$ cat config.mk
export PLATFORM = sky130hd
export DESIGN_NAME = lsb_stego_message_extractor_flat
export DESIGN_NICKNAME = d
export VERILOG_FILES = /design/src/rtl/lsme_pkg.sv /design/src/rtl/lsme_if.sv /design/src/rtl/lsme_front.sv /design/src/rtl/lsme_queue.sv /design/src/rtl/lsme_back.sv /design/src/rtl/lsb_stego_message_extractor.sv /design/src/flat_wrapper.sv
export SDC_FILE = /design/constraint.sdc
export NUM_CORES = 1
export LEC_CHECK = 0
export ABC_CLOCK_PERIOD_IN_PS = 6470
export BUFFER_PORTS_ARGS = -buffer_cell sky130_fd_sc_hd__buf_2
export CORE_MARGIN = 2
export CORE_UTILIZATION = 50
export DETAILED_ROUTE_END_ITERATION = 10
export GPL_ROUTABILITY_DRIVEN = 0
export GPL_TIMING_DRIVEN = 0
export PLACE_DENSITY = 0.68
export SETUP_SLACK_MARGIN = 0.2
export SYNTH_ARGS = -nofsm -noshare
export SYNTH_HDL_FRONTEND = slang
export SYNTH_SLANG_ARGS = --single-unit
$ cat constraint.sdc
create_clock -name clock -period 6.47 [get_ports clock]
set_clock_uncertainty 0.1 [all_clocks]
set_input_delay 0.3235 -clock clock [delete_from_list [all_inputs] [get_ports clock]]
set_output_delay 0.3235 -clock clock [all_outputs]
set_load 0.01 [all_outputs]
$ cat src/rtl/lsme_pkg.sv
// lsme_pkg: shared constants, codes and types of the lsb stego message extractor
// no dependencies; compile first
`timescale 1ns / 1ps
`default_nettype none

package lsme_pkg;

   localparam int unsigned LENGTH_BYTES        = 4;
   localparam int unsigned MAX_EXTENSION_CHARS = 8;
   localparam int unsigned QUEUE_DEPTH         = 2;

   localparam logic [7:0] DOT_CHAR = 8'h2E;

   // result kinds
   localparam logic [1:0] KIND_EXT     = 2'd0;
   localparam logic [1:0] KIND_PAYLOAD = 2'd1;
   localparam logic [1:0] KIND_HEADER  = 2'd2;
   localparam logic [1:0] KIND_ERROR   = 2'd3;

   // error codes
   localparam logic [2:0] ERR_NONE         = 3'd0;
   localparam logic [2:0] ERR_ZERO_EXT_LEN = 3'd1;
   localparam logic [2:0] ERR_NO_DOT       = 3'd2;
   localparam logic [2:0] ERR_EXT_MISMATCH = 3'd3;
   localparam logic [2:0] ERR_ZERO_PAY_LEN = 3'd4;

   // register indexes
   localparam int unsigned CSR_IDX_W = 2;
   localparam logic [CSR_IDX_W-1:0] CSR_CHECK_EXT   = 2'd0;
   localparam logic [CSR_IDX_W-1:0] CSR_EXP_EXT     = 2'd1;
   localparam logic [CSR_IDX_W-1:0] CSR_EXP_EXT_LEN = 2'd2;

   typedef enum logic [2:0] {
      PH_EXT_LEN,
      PH_DOT,
      PH_EXT,
      PH_PAY_LEN,
      PH_PAYLOAD,
      PH_DONE,
      PH_HALT
   } phase_type;

   // one assembled byte, flagged when a restart came since the previous one
   typedef struct packed {
      logic       restart;
      logic [7:0] data;
   } event_type;

endpackage

`default_nettype wire

$ cat src/rtl/lsme_if.sv
// lsme_req_if / lsme_rsp_if: valid-ready channels of the extractor
// no dependencies
`timescale 1ns / 1ps
`default_nettype none

interface lsme_req_if;
   logic       valid;
   logic       ready;
   logic [7:0] pixel_byte;
   logic       restart;

   modport source (output valid, pixel_byte, restart, input ready);
   modport sink   (input valid, pixel_byte, restart, output ready);
endinterface

interface lsme_rsp_if;
   logic        valid;
   logic        ready;
   logic [1:0]  item_kind;
   logic [7:0]  data_byte;
   logic [31:0] payload_length;
   logic [2:0]  error_code;
   logic        last;

   modport source (output valid, item_kind, data_byte, payload_length, error_code, last,
                   input ready);
   modport sink   (input valid, item_kind, data_byte, payload_length, error_code, last,
                   output ready);
endinterface

`default_nettype wire

$ cat src/rtl/lsme_front.sv
// lsme_front: takes carrier beats, keeps the lsb of each and assembles bytes
// depends on lsme_pkg
`timescale 1ns / 1ps
`default_nettype none

module lsme_front (
   input  wire logic              clock,
   input  wire logic              reset,
   input  wire logic              req_valid,
   output logic                   req_ready,
   input  wire logic [7:0]        req_pixel_byte,
   input  wire logic              req_restart,
   input  wire logic              q_full,
   output logic                   q_push,
   output lsme_pkg::event_type    q_event
);
   import lsme_pkg::*;

   logic [2:0] bit_cnt_ff, bit_cnt_in;
   logic [6:0] bits_ff, bits_in;
   logic       pend_ff, pend_in;

   logic       accept;
   logic [2:0] base_cnt;
   logic [6:0] base_bits;
   logic [7:0] new_bits;
   logic       pend_now;

   assign req_ready = !q_full;
   assign accept    = req_valid && req_ready;

   always_comb begin
      // restart clears before this beat is used
      base_cnt  = req_restart ? 3'd0 : bit_cnt_ff;
      base_bits = req_restart ? 7'd0 : bits_ff;
      pend_now  = req_restart || pend_ff;
      new_bits  = {base_bits, req_pixel_byte[0]};

      bit_cnt_in = bit_cnt_ff;
      bits_in    = bits_ff;
      pend_in    = pend_ff;
      q_push     = 1'b0;
      q_event.restart = pend_now;
      q_event.data    = new_bits;

      if (accept) begin
         if (base_cnt == 3'd7) begin
            q_push     = 1'b1;
            bit_cnt_in = 3'd0;
            bits_in    = 7'd0;
            pend_in    = 1'b0;
         end else begin
            bit_cnt_in = base_cnt + 3'd1;
            bits_in    = new_bits[6:0];
            pend_in    = pend_now;
         end
      end
   end

   always_ff @(posedge clock) begin
      if (reset) begin
         bit_cnt_ff <= 3'd0;
         bits_ff    <= 7'd0;
         pend_ff    <= 1'b0;
      end else begin
         bit_cnt_ff <= bit_cnt_in;
         bits_ff    <= bits_in;
         pend_ff    <= pend_in;
      end
   end

   // a byte only leaves on the beat that carries its eighth bit
   assert property (@(posedge clock) disable iff (reset)
      q_push |-> accept && (bit_cnt_ff == 3'd7 || req_restart))
      else $error("front pushed a byte without its eighth bit");

endmodule

`default_nettype wire

$ cat src/rtl/lsme_queue.sv
// lsme_queue: short byte queue between the front and back parts
// depends on lsme_pkg
`timescale 1ns / 1ps
`default_nettype none

module lsme_queue (
   input  wire logic                 clock,
   input  wire logic                 reset,
   input  wire logic                 push,
   input  wire lsme_pkg::event_type  push_event,
   output logic                      full,
   input  wire logic                 pop,
   output logic                      avail,
   output lsme_pkg::event_type       head
);
   import lsme_pkg::*;

   localparam int unsigned PTR_W = (QUEUE_DEPTH > 1) ? $clog2(QUEUE_DEPTH) : 1;
   localparam int unsigned CNT_W = $clog2(QUEUE_DEPTH + 1);

   event_type           slot_ff [QUEUE_DEPTH];
   logic [PTR_W-1:0]    wr_ptr_ff, wr_ptr_in;
   logic [PTR_W-1:0]    rd_ptr_ff, rd_ptr_in;
   logic [CNT_W-1:0]    count_ff, count_in;

   function automatic logic [PTR_W-1:0] ptr_next(input logic [PTR_W-1:0] p);
      if (p == PTR_W'(QUEUE_DEPTH - 1)) ptr_next = '0;
      else ptr_next = p + PTR_W'(1);
   endfunction

   assign full  = (count_ff == CNT_W'(QUEUE_DEPTH));
   assign avail = (count_ff != '0);
   assign head  = slot_ff[rd_ptr_ff];

   always_comb begin
      wr_ptr_in = push ? ptr_next(wr_ptr_ff) : wr_ptr_ff;
      rd_ptr_in = pop ? ptr_next(rd_ptr_ff) : rd_ptr_ff;
      count_in  = count_ff;
      if (push && !pop) count_in = count_ff + CNT_W'(1);
      else if (!push && pop) count_in = count_ff - CNT_W'(1);
   end

   always_ff @(posedge clock) begin
      if (reset) begin
         wr_ptr_ff <= '0;
         rd_ptr_ff <= '0;
         count_ff  <= '0;
      end else begin
         wr_ptr_ff <= wr_ptr_in;
         rd_ptr_ff <= rd_ptr_in;
         count_ff  <= count_in;
      end
   end

   always_ff @(posedge clock) begin
      if (push) slot_ff[wr_ptr_ff] <= push_event;
   end

   assert property (@(posedge clock) disable iff (reset) push |-> !full)
      else $error("queue overflow");
   assert property (@(posedge clock) disable iff (reset) pop |-> avail)
      else $error("queue underflow");
   assert property (@(posedge clock) disable iff (reset) count_ff <= CNT_W'(QUEUE_DEPTH))
      else $error("queue count out of range");

endmodule

`default_nettype wire

$ cat src/rtl/lsme_back.sv
// lsme_back: frame parser and result register; holds the configuration registers
// depends on lsme_pkg
`timescale 1ns / 1ps
`default_nettype none

module lsme_back (
   input  wire logic                            clock,
   input  wire logic                            reset,
   input  wire logic                            csr_wr_en,
   input  wire logic [lsme_pkg::CSR_IDX_W-1:0]  csr_index,
   input  wire logic [63:0]                     csr_wr_data,
   input  wire logic                            q_avail,
   input  wire lsme_pkg::event_type             q_head,
   output logic                                 q_pop,
   output logic                                 rsp_valid,
   input  wire logic                            rsp_ready,
   output logic [1:0]                           rsp_item_kind,
   output logic [7:0]                           rsp_data_byte,
   output logic [31:0]                          rsp_payload_length,
   output logic [2:0]                           rsp_error_code,
   output logic                                 rsp_last
);
   import lsme_pkg::*;

   // configuration
   logic        check_ext_ff;
   logic [63:0] exp_ext_ff;
   logic [3:0]  exp_len_ff;

   // parse state
   phase_type   phase_ff, phase_in;
   logic [31:0] shift_ff, shift_in;
   logic [31:0] ext_len_ff, ext_len_in;
   logic [31:0] cnt_ff, cnt_in;
   logic [31:0] pay_rem_ff, pay_rem_in;
   logic        mis_ff, mis_in;

   // result register
   logic        out_valid_ff, out_valid_in;
   logic [1:0]  kind_ff, kind_in;
   logic [7:0]  data_ff, data_in;
   logic [31:0] len_ff, len_in;
   logic [2:0]  err_ff, err_in;
   logic        last_ff, last_in;

   phase_type   e_phase;
   logic [31:0] e_shift, e_ext_len, e_cnt, e_pay_rem;
   logic        e_mis;
   logic [7:0]  b;
   logic [31:0] value;
   logic [31:0] cnt_inc;
   logic [31:0] rem_dec;
   logic [2:0]  char_idx;
   logic [7:0]  want;
   logic        emit;

   assign q_pop = q_avail && (!out_valid_ff || rsp_ready);

   assign rsp_valid          = out_valid_ff;
   assign rsp_item_kind      = kind_ff;
   assign rsp_data_byte      = data_ff;
   assign rsp_payload_length = len_ff;
   assign rsp_error_code     = err_ff;
   assign rsp_last           = last_ff;

   always_ff @(posedge clock) begin
      if (reset) begin
         check_ext_ff <= 1'b0;
         exp_ext_ff   <= 64'd0;
         exp_len_ff   <= 4'd0;
      end else if (csr_wr_en) begin
         case (csr_index)
            CSR_CHECK_EXT:   check_ext_ff <= csr_wr_data[0];
            CSR_EXP_EXT:     exp_ext_ff   <= csr_wr_data;
            CSR_EXP_EXT_LEN: exp_len_ff   <= csr_wr_data[3:0];
            default: ;
         endcase
      end
   end

   always_comb begin
      // restart clears the parse state before this byte
      e_phase   = q_head.restart ? PH_EXT_LEN : phase_ff;
      e_shift   = q_head.restart ? 32'd0 : shift_ff;
      e_ext_len = q_head.restart ? 32'd0 : ext_len_ff;
      e_cnt     = q_head.restart ? 32'd0 : cnt_ff;
      e_pay_rem = q_head.restart ? 32'd0 : pay_rem_ff;
      e_mis     = q_head.restart ? 1'b0 : mis_ff;
      b         = q_head.data;
      value     = {e_shift[23:0], b};
      cnt_inc   = e_cnt + 32'd1;
      rem_dec   = e_pay_rem - 32'd1;
      char_idx  = e_cnt[2:0];
      want      = exp_ext_ff[{3'd7 - char_idx, 3'd0} +: 8];

      phase_in   = phase_ff;
      shift_in   = shift_ff;
      ext_len_in = ext_len_ff;
      cnt_in     = cnt_ff;
      pay_rem_in = pay_rem_ff;
      mis_in     = mis_ff;

      emit    = 1'b0;
      kind_in = KIND_EXT;
      data_in = 8'd0;
      len_in  = 32'd0;
      err_in  = ERR_NONE;
      last_in = 1'b0;

      if (q_pop) begin
         phase_in   = e_phase;
         shift_in   = e_shift;
         ext_len_in = e_ext_len;
         cnt_in     = e_cnt;
         pay_rem_in = e_pay_rem;
         mis_in     = e_mis;

         unique case (e_phase)
            PH_EXT_LEN, PH_PAY_LEN: begin
               if (cnt_inc < 32'(LENGTH_BYTES)) begin
                  cnt_in   = cnt_inc;
                  shift_in = value;
               end else begin
                  cnt_in   = 32'd0;
                  shift_in = 32'd0;
                  if (value == 32'd0) begin
                     phase_in = PH_HALT;
                     emit     = 1'b1;
                     kind_in  = KIND_ERROR;
                     err_in   = (e_phase == PH_EXT_LEN) ? ERR_ZERO_EXT_LEN : ERR_ZERO_PAY_LEN;
                     last_in  = 1'b1;
                  end else if (e_phase == PH_EXT_LEN) begin
                     ext_len_in = value;
                     mis_in     = check_ext_ff &&
                                  (32'(exp_len_ff) > 32'(MAX_EXTENSION_CHARS) ||
                                   value != 32'(exp_len_ff));
                     phase_in   = PH_DOT;
                  end else begin
                     pay_rem_in = value;
                     phase_in   = PH_PAYLOAD;
                     emit       = 1'b1;
                     kind_in    = KIND_HEADER;
                     len_in     = value;
                  end
               end
            end
            PH_DOT: begin
               shift_in = 32'd0;
               if (b != DOT_CHAR) begin
                  phase_in = PH_HALT;
                  emit     = 1'b1;
                  kind_in  = KIND_ERROR;
                  err_in   = ERR_NO_DOT;
                  last_in  = 1'b1;
               end else begin
                  cnt_in   = 32'd0;
                  phase_in = PH_EXT;
               end
            end
            PH_EXT: begin
               shift_in = 32'd0;
               if (check_ext_ff && e_cnt < 32'(MAX_EXTENSION_CHARS) && want != b)
                  mis_in = 1'b1;
               cnt_in  = cnt_inc;
               emit    = 1'b1;
               kind_in = KIND_EXT;
               data_in = b;
               if (cnt_inc == e_ext_len) begin
                  cnt_in   = 32'd0;
                  phase_in = PH_PAY_LEN;
                  // the last character is replaced by the mismatch error
                  if (check_ext_ff && mis_in) begin
                     phase_in = PH_HALT;
                     kind_in  = KIND_ERROR;
                     data_in  = 8'd0;
                     err_in   = ERR_EXT_MISMATCH;
                     last_in  = 1'b1;
                  end
               end
            end
            PH_PAYLOAD: begin
               shift_in   = 32'd0;
               pay_rem_in = rem_dec;
               if (rem_dec == 32'd0) phase_in = PH_DONE;
               emit    = 1'b1;
               kind_in = KIND_PAYLOAD;
               data_in = b;
               last_in = (rem_dec == 32'd0);
            end
            PH_DONE, PH_HALT: ;
            default: phase_in = PH_HALT;
         endcase
      end

      out_valid_in = out_valid_ff;
      if (q_pop && emit) out_valid_in = 1'b1;
      else if (rsp_ready) out_valid_in = 1'b0;
   end

   always_ff @(posedge clock) begin
      if (reset) begin
         phase_ff     <= PH_EXT_LEN;
         shift_ff     <= 32'd0;
         ext_len_ff   <= 32'd0;
         cnt_ff       <= 32'd0;
         pay_rem_ff   <= 32'd0;
         mis_ff       <= 1'b0;
         out_valid_ff <= 1'b0;
      end else begin
         phase_ff     <= phase_in;
         shift_ff     <= shift_in;
         ext_len_ff   <= ext_len_in;
         cnt_ff       <= cnt_in;
         pay_rem_ff   <= pay_rem_in;
         mis_ff       <= mis_in;
         out_valid_ff <= out_valid_in;
      end
   end

   always_ff @(posedge clock) begin
      if (q_pop && emit) begin
         kind_ff <= kind_in;
         data_ff <= data_in;
         len_ff  <= len_in;
         err_ff  <= err_in;
         last_ff <= last_in;
      end
   end

   assert property (@(posedge clock) disable iff (reset)
      out_valid_ff && kind_ff == KIND_ERROR |-> last_ff && err_ff != ERR_NONE)
      else $error("error beat without last or code");
   assert property (@(posedge clock) disable iff (reset)
      phase_ff == PH_PAYLOAD |-> pay_rem_ff != 32'd0)
      else $error("payload phase with nothing remaining");
   assert property (@(posedge clock) disable iff (reset)
      q_pop && emit && kind_in == KIND_ERROR |=> phase_ff == PH_HALT)
      else $error("error did not halt the parser");

endmodule

`default_nettype wire

$ cat src/rtl/lsb_stego_message_extractor.sv
// lsb_stego_message_extractor: top level, front byte assembler, queue and frame parser
// depends on lsme_pkg, lsme_if, lsme_front, lsme_queue, lsme_back
//
//   channel   direction  handshake      payload
//   req_bus   in         valid/ready    pixel_byte[7:0], restart
//   rsp_bus   out        valid/ready    item_kind, data_byte, payload_length, error_code, last
//   csr_*     in         csr_wr_en      csr_index[1:0], csr_wr_data[63:0]
//
// one carrier beat per cycle while the queue has room; every eighth bit forms a byte
// that the parser takes from the queue, placing any result in the result register
// the two-entry byte queue and the result register let input keep flowing while
// rsp_bus stalls; req_bus stalls only once the queue is full
// reset is synchronous and clears parse state and configuration registers; no clearing pass
`timescale 1ns / 1ps
`default_nettype none

module lsb_stego_message_extractor (
   input  wire logic                            clock,
   input  wire logic                            reset,
   lsme_req_if.sink                             req_bus,
   lsme_rsp_if.source                           rsp_bus,
   input  wire logic                            csr_wr_en,
   input  wire logic [lsme_pkg::CSR_IDX_W-1:0]  csr_index,
   input  wire logic [63:0]                     csr_wr_data
);
   import lsme_pkg::*;

   logic      q_full;
   logic      q_push;
   event_type q_event;
   logic      q_pop;
   logic      q_avail;
   event_type q_head;

   lsme_front u_front (
      .clock          (clock),
      .reset          (reset),
      .req_valid      (req_bus.valid),
      .req_ready      (req_bus.ready),
      .req_pixel_byte (req_bus.pixel_byte),
      .req_restart    (req_bus.restart),
      .q_full         (q_full),
      .q_push         (q_push),
      .q_event        (q_event)
   );

   lsme_queue u_queue (
      .clock      (clock),
      .reset      (reset),
      .push       (q_push),
      .push_event (q_event),
      .full       (q_full),
      .pop        (q_pop),
      .avail      (q_avail),
      .head       (q_head)
   );

   lsme_back u_back (
      .clock              (clock),
      .reset              (reset),
      .csr_wr_en          (csr_wr_en),
      .csr_index          (csr_index),
      .csr_wr_data        (csr_wr_data),
      .q_avail            (q_avail),
      .q_head             (q_head),
      .q_pop              (q_pop),
      .rsp_valid          (rsp_bus.valid),
      .rsp_ready          (rsp_bus.ready),
      .rsp_item_kind      (rsp_bus.item_kind),
      .rsp_data_byte      (rsp_bus.data_byte),
      .rsp_payload_length (rsp_bus.payload_length),
      .rsp_error_code     (rsp_bus.error_code),
      .rsp_last           (rsp_bus.last)
   );

endmodule

`default_nettype wire

$ cat src/flat_wrapper.sv
// flat-port wrapper written by rule: the top's interface ports become plain ports
module lsb_stego_message_extractor_flat import lsme_pkg::*;
  (clock, reset, csr_wr_en, csr_index, csr_wr_data, req_bus_valid, req_bus_pixel_byte, req_bus_restart, req_bus_ready, rsp_bus_valid, rsp_bus_item_kind, rsp_bus_data_byte, rsp_bus_payload_length, rsp_bus_error_code, rsp_bus_last, rsp_bus_ready);
  lsme_req_if req_bus_i ();
  lsme_rsp_if rsp_bus_i ();
  input  wire logic clock;
  input  wire logic reset;
  input  wire logic csr_wr_en;
  input  wire logic [lsme_pkg::CSR_IDX_W-1:0] csr_index;
  input  wire logic [63:0] csr_wr_data;
  input wire logic [$bits(req_bus_i.valid)-1:0] req_bus_valid;
  input wire logic [$bits(req_bus_i.pixel_byte)-1:0] req_bus_pixel_byte;
  input wire logic [$bits(req_bus_i.restart)-1:0] req_bus_restart;
  output wire logic [$bits(req_bus_i.ready)-1:0] req_bus_ready;
  output wire logic [$bits(rsp_bus_i.valid)-1:0] rsp_bus_valid;
  output wire logic [$bits(rsp_bus_i.item_kind)-1:0] rsp_bus_item_kind;
  output wire logic [$bits(rsp_bus_i.data_byte)-1:0] rsp_bus_data_byte;
  output wire logic [$bits(rsp_bus_i.payload_length)-1:0] rsp_bus_payload_length;
  output wire logic [$bits(rsp_bus_i.error_code)-1:0] rsp_bus_error_code;
  output wire logic [$bits(rsp_bus_i.last)-1:0] rsp_bus_last;
  input wire logic [$bits(rsp_bus_i.ready)-1:0] rsp_bus_ready;
  assign req_bus_i.valid = req_bus_valid;
  assign req_bus_i.pixel_byte = req_bus_pixel_byte;
  assign req_bus_i.restart = req_bus_restart;
  assign req_bus_ready = req_bus_i.ready;
  assign rsp_bus_valid = rsp_bus_i.valid;
  assign rsp_bus_item_kind = rsp_bus_i.item_kind;
  assign rsp_bus_data_byte = rsp_bus_i.data_byte;
  assign rsp_bus_payload_length = rsp_bus_i.payload_length;
  assign rsp_bus_error_code = rsp_bus_i.error_code;
  assign rsp_bus_last = rsp_bus_i.last;
  assign rsp_bus_i.ready = rsp_bus_ready;
  lsb_stego_message_extractor u_core (.clock(clock), .reset(reset), .req_bus(req_bus_i), .rsp_bus(rsp_bus_i), .csr_wr_en(csr_wr_en), .csr_index(csr_index), .csr_wr_data(csr_wr_data));
endmodule
==> results.yml <==
synth:
  syn-num-nets: 1992
  synthDistinctLibCells: 91
  synth_edf_count: 64
  yosysWarningCount: 0
  synth.avg_cell_area_sq_um: 8.242
  ys_ff_latch: 274
  synth-seq-area-share_pct: 39.00
  ys.flop_type: "dfxtp_1"
  ys_top_cells_by_count: "265 x nand2_1, 210 x dfxtp_1, 157 x a21oi_1, 144 x nor2_1, 96 x clkbuf_1"
  synthTopCellsByArea: "dfxtp_1 27%, edfxtp_1 12%, nand2_1 6.3%, a21oi_1 5.0%, nor2_1 3.4%"
  yosys.area.top_type: "dfxtp_1"
  synthCells: 1906
  synth.most_common_cell: "nand2_1"
  syn_area_sq_um: 15710
  yosysTopAreaCellShare_pct: 26.76
  async_flop_share_pct: 0
place:
  post-place-ws_ns: -0.8014
  dp_hpwl_microns: 43760
  port_buffers: 119
  placed_cells: 2422
floorplanning:
  ioPinCount: 128
  placementRows: 64
  die_h_microns: 181.3
  core_area_sq_um: 30750
  dieArea_sq_um: 32850
  start_util_pct: 51.09
  die_x_microns: 181.3
sta:
  worst_pin_slew_ns: 1.450
  timing.fmax_mhz: 159.2
  slew_violations: 0
  finalSetupViolCount: 0
  slew-limit-headroom_pct: 0.5679
  fin_ws_ns: 0.1883
  hold_viol: 0
  period_share_pct: 97.09
  fin_crit_ns: 6.282
  rsz0062_at_grt: "true"
critical_path:
  critPathKind: "flop to flop"
  crit_top_cell: "buf_4"
  crit_family: "buffers and inverters"
  worstPathArrival_ns: 6.54
  cp_slowest_stage_delay_ns: 0.41
  cp_max_fo: 10
  worst_setup_path_start_kind: "flop"
  cp_num_buf_inv: 11
  cp-end-kind: "flop"
  critPathRequiredTime_ns: 6.73
  critPathSlowestCell: "or3_1"
  crit_chain: "buf_4, mux2i_4, clkbuf_4, clkbuf_4, buf_4, buf_4, buf_4, buf_4, clkbuf_4, clkbuf_4, buf_4, nand2_1, ha_1, clkbuf_1, nor2_1, a221oi_1, or3_1, a2111oi_0, and4b_1, nand4b_1, a31oi_1"
cts:
  h-tree-depth: 1
  clock_path_buffers: 3
  cts.clk_slew.worst_paths_ns: 0.06
  cts_root_buffer: "clkbuf_16"
  clk_latency_ns: 0.57
  numCtsBuffers: 30
  tritoncts: "yes"
  clock-sinks: 274
global_route:
  grt_start_max_net_pins: 29
  grtUsageTotal_pct: 36.77
  antenna_found_initial: 2
  grt.overflow.total: 0
  grt_pass1_wl_microns: 94450
  grt_pass1_vias: 16150
route:
  drc: 0
  vias: 17180
  drt_first_pass_iters: 9
  drt_iter0_markers: 2499
  ant_nets: 0
  routedWlPerCell_microns: 24.46
  postRouteWirelength_microns: 62320
  vias_per_cell: 6.743
final_layout:
  multi_input_area_sq_um: 8856
  syn_to_final_growth_pct: 18.42
  antenna_cells: 0
  fillers: 2767
  register_area_sq_um: 6126
  drive_gt1_share_pct: 12.59
  nNetsFinal: 2215
  final_cell_count_no_fill: 2548
run_status:
  failed_checks: "capacitance limit"
  status: "complete, but fails checks"
pwr:
  p_leak_nw: 6.746
  peakVddDrop_mv: 0.2743
  power.density_nw_per_um2: 366.5
  power_mw: 6.817
job:
  drv_cap: 1
hold_path:
  hold_class: "primary input to flop"
[routing by layer]
layer  up-vias  GRT usage (%)  share of wire, %  routed length, microns
li1       7519              -                 -                       -
met1      8041          47.29                38                   23800
met2      1320          56.54                43                   26720
met3       299          10.88                13                    8153
met4         2          17.72               5.8                    3629
met5         -              0             0.021                      13
[worst paths after layout]
| check | startpoint | end | slack, ns | cells past startpoint |
|---|---|---|---|---|
| setup / recovery | flop | u_core.u_back.rsp_last$_SDFFCE_PN0P_ | 0.19 | 21 |
| hold / removal | req_bus_restart | u_core.u_queue.slot_ff[1][7]$_DFFE_PP_ | 0.008 | 2 |
| setup reg to reg | flop | u_core.u_back.rsp_last$_SDFFCE_PN0P_ | 0.19 | 21 |
| hold reg to reg | u_core.u_front.bit_cnt_ff[2]$_SDFFE_PP0P_ | u_core.u_front.bit_cnt_ff[2]$_SDFFE_PP0P_ | 0.35 | 2 |
[worst register-to-register path, delay by kind of cell (launching register included)]
family / cells / cell delay [ns]
adders and majority gates: 1 / 0.31
and+or+nand+nor: 5 / 1.23
buffers and inverters: 11 / 3.02
DFF: 1 / 0.31
AOI/OAI and AO/OA: 3 / 0.76
muxes: 1 / 0.33
[layout make-up]
class	count	share of cell area, %
buffer	159	3.726
clock buffer	43	4.406
clock inverter	12	1.049
inverter	28	0.5650
multi-input combinational	1445	47.61
sequential	274	32.93
tap	396	2.664
timing repair buffer	191	7.049
[placed cells by master (no fill, tap or decap), types with 24 or more instances in the layout]
| cell | Yosys | routed |
|---|---|---|
| nand2_1 | 265 | 265 |
| dfxtp_1 | 210 | 210 |
| a21oi_1 | 157 | 157 |
| buf_2 | 36 | 143 |
| nor2_1 | 144 | 140 |
| clkbuf_1 | 96 | 106 |
| o21ai_0 | 67 | 67 |
| dlygate4sd3_1 | 0 | 65 |
| edfxtp_1 | 64 | 64 |
| nor3_1 | 62 | 62 |
| nand3_1 | 60 | 60 |
| xnor2_1 | 45 | 45 |
| nor4_1 | 44 | 43 |
| a22oi_1 | 41 | 41 |
| nand4_1 | 37 | 37 |
| and2_1 | 37 | 37 |
| mux2i_1 | 36 | 36 |
| clkbuf_16 | 0 | 30 |
| a31oi_1 | 27 | 27 |
| inv_1 | 28 | 26 |
| o2bb2ai_1 | 25 | 25 |
| a22o_1 | 24 | 24 |
[registers in the layout, indices dropped and copies added (netlist names), named ones only]
name,cells
u_core.u_back.exp_ext_ff,64
u_core.u_back.cnt_ff,32
u_core.u_back.ext_len_ff,32
u_core.u_back.pay_rem_ff,32
u_core.u_back.rsp_payload_length,32
u_core.u_back.shift_ff,24
u_core.u_queue.slot_ff,18
u_core.u_back.rsp_data_byte,8
u_core.u_front.bits_ff,7
u_core.u_back.exp_len_ff,4
u_core.u_back.phase_ff,3
u_core.u_back.rsp_error_code,3
u_core.u_front.bit_cnt_ff,3
u_core.u_back.rsp_item_kind,2
u_core.u_queue.count_ff,2
u_core.u_back.check_ext_ff,1
u_core.u_back.mis_ff,1
u_core.u_back.rsp_last,1
u_core.u_back.rsp_valid,1
u_core.u_front.pend_ff,1
u_core.u_queue.rd_ptr_ff,1
u_core.u_queue.wr_ptr_ff,1
[logic make-up (layout without fill, tap and decap cells)]
| family | count (synthesis) | in the layout | synth area share, % |
|---|---|---|---|
| AO/OA/AOI/OAI | 521 | 521 | 22.62 |
| multiplexers | 55 | 55 | 3.895 |
| AND/OR/NAND/NOR | 797 | 797 | 25.47 |
| adder cells (fa/ha/maj) | 6 | 6 | 0.4779 |
| XOR/XNOR | 66 | 66 | 3.680 |
| flip-flops | 274 | 274 | 39.00 |
| buffers and inverters | 187 | 433 | 4.859 |
[what timing repair did]
| action | CTS | global route |
|---|---|---|
| gates resized for setup | 9 | 16 |
| setup endpoints to repair | 165 | 196 |
| setup buffers | 6 | 0 |
| hold buffers | 65 | 0 |
| endpoints found under the hold margin | 72 | 0 |
| pin swaps | 3 | 2 |
| cloned | 0 | 0 |
[power by group]
group	internal (mW)	total [mW]	switching, mW
combinational	0.867	2.99	2.12
sequential	1.90	2.04	0.135
clock	1.07	1.79	0.713
[metrics by stage]
stage / util, % / instance area (sq um) / hold WS, ns / setup TNS (ns)
finish: 60.49 / 18600 / 0.007649 / 0
global route: 60.49 / 18600 / 0.03288 / 0
CTS: 60.34 / 18550 / 0.001102 / 0
detailed placement: 54.70 / 16820 / 0.3456 / -7.492
global placement: 54.63 / 16800 / 0.3360 / -40.99
floorplan: - / 15710 / 0.3224 / 0
No activity file was read; power rests on OpenSTA's default activity.
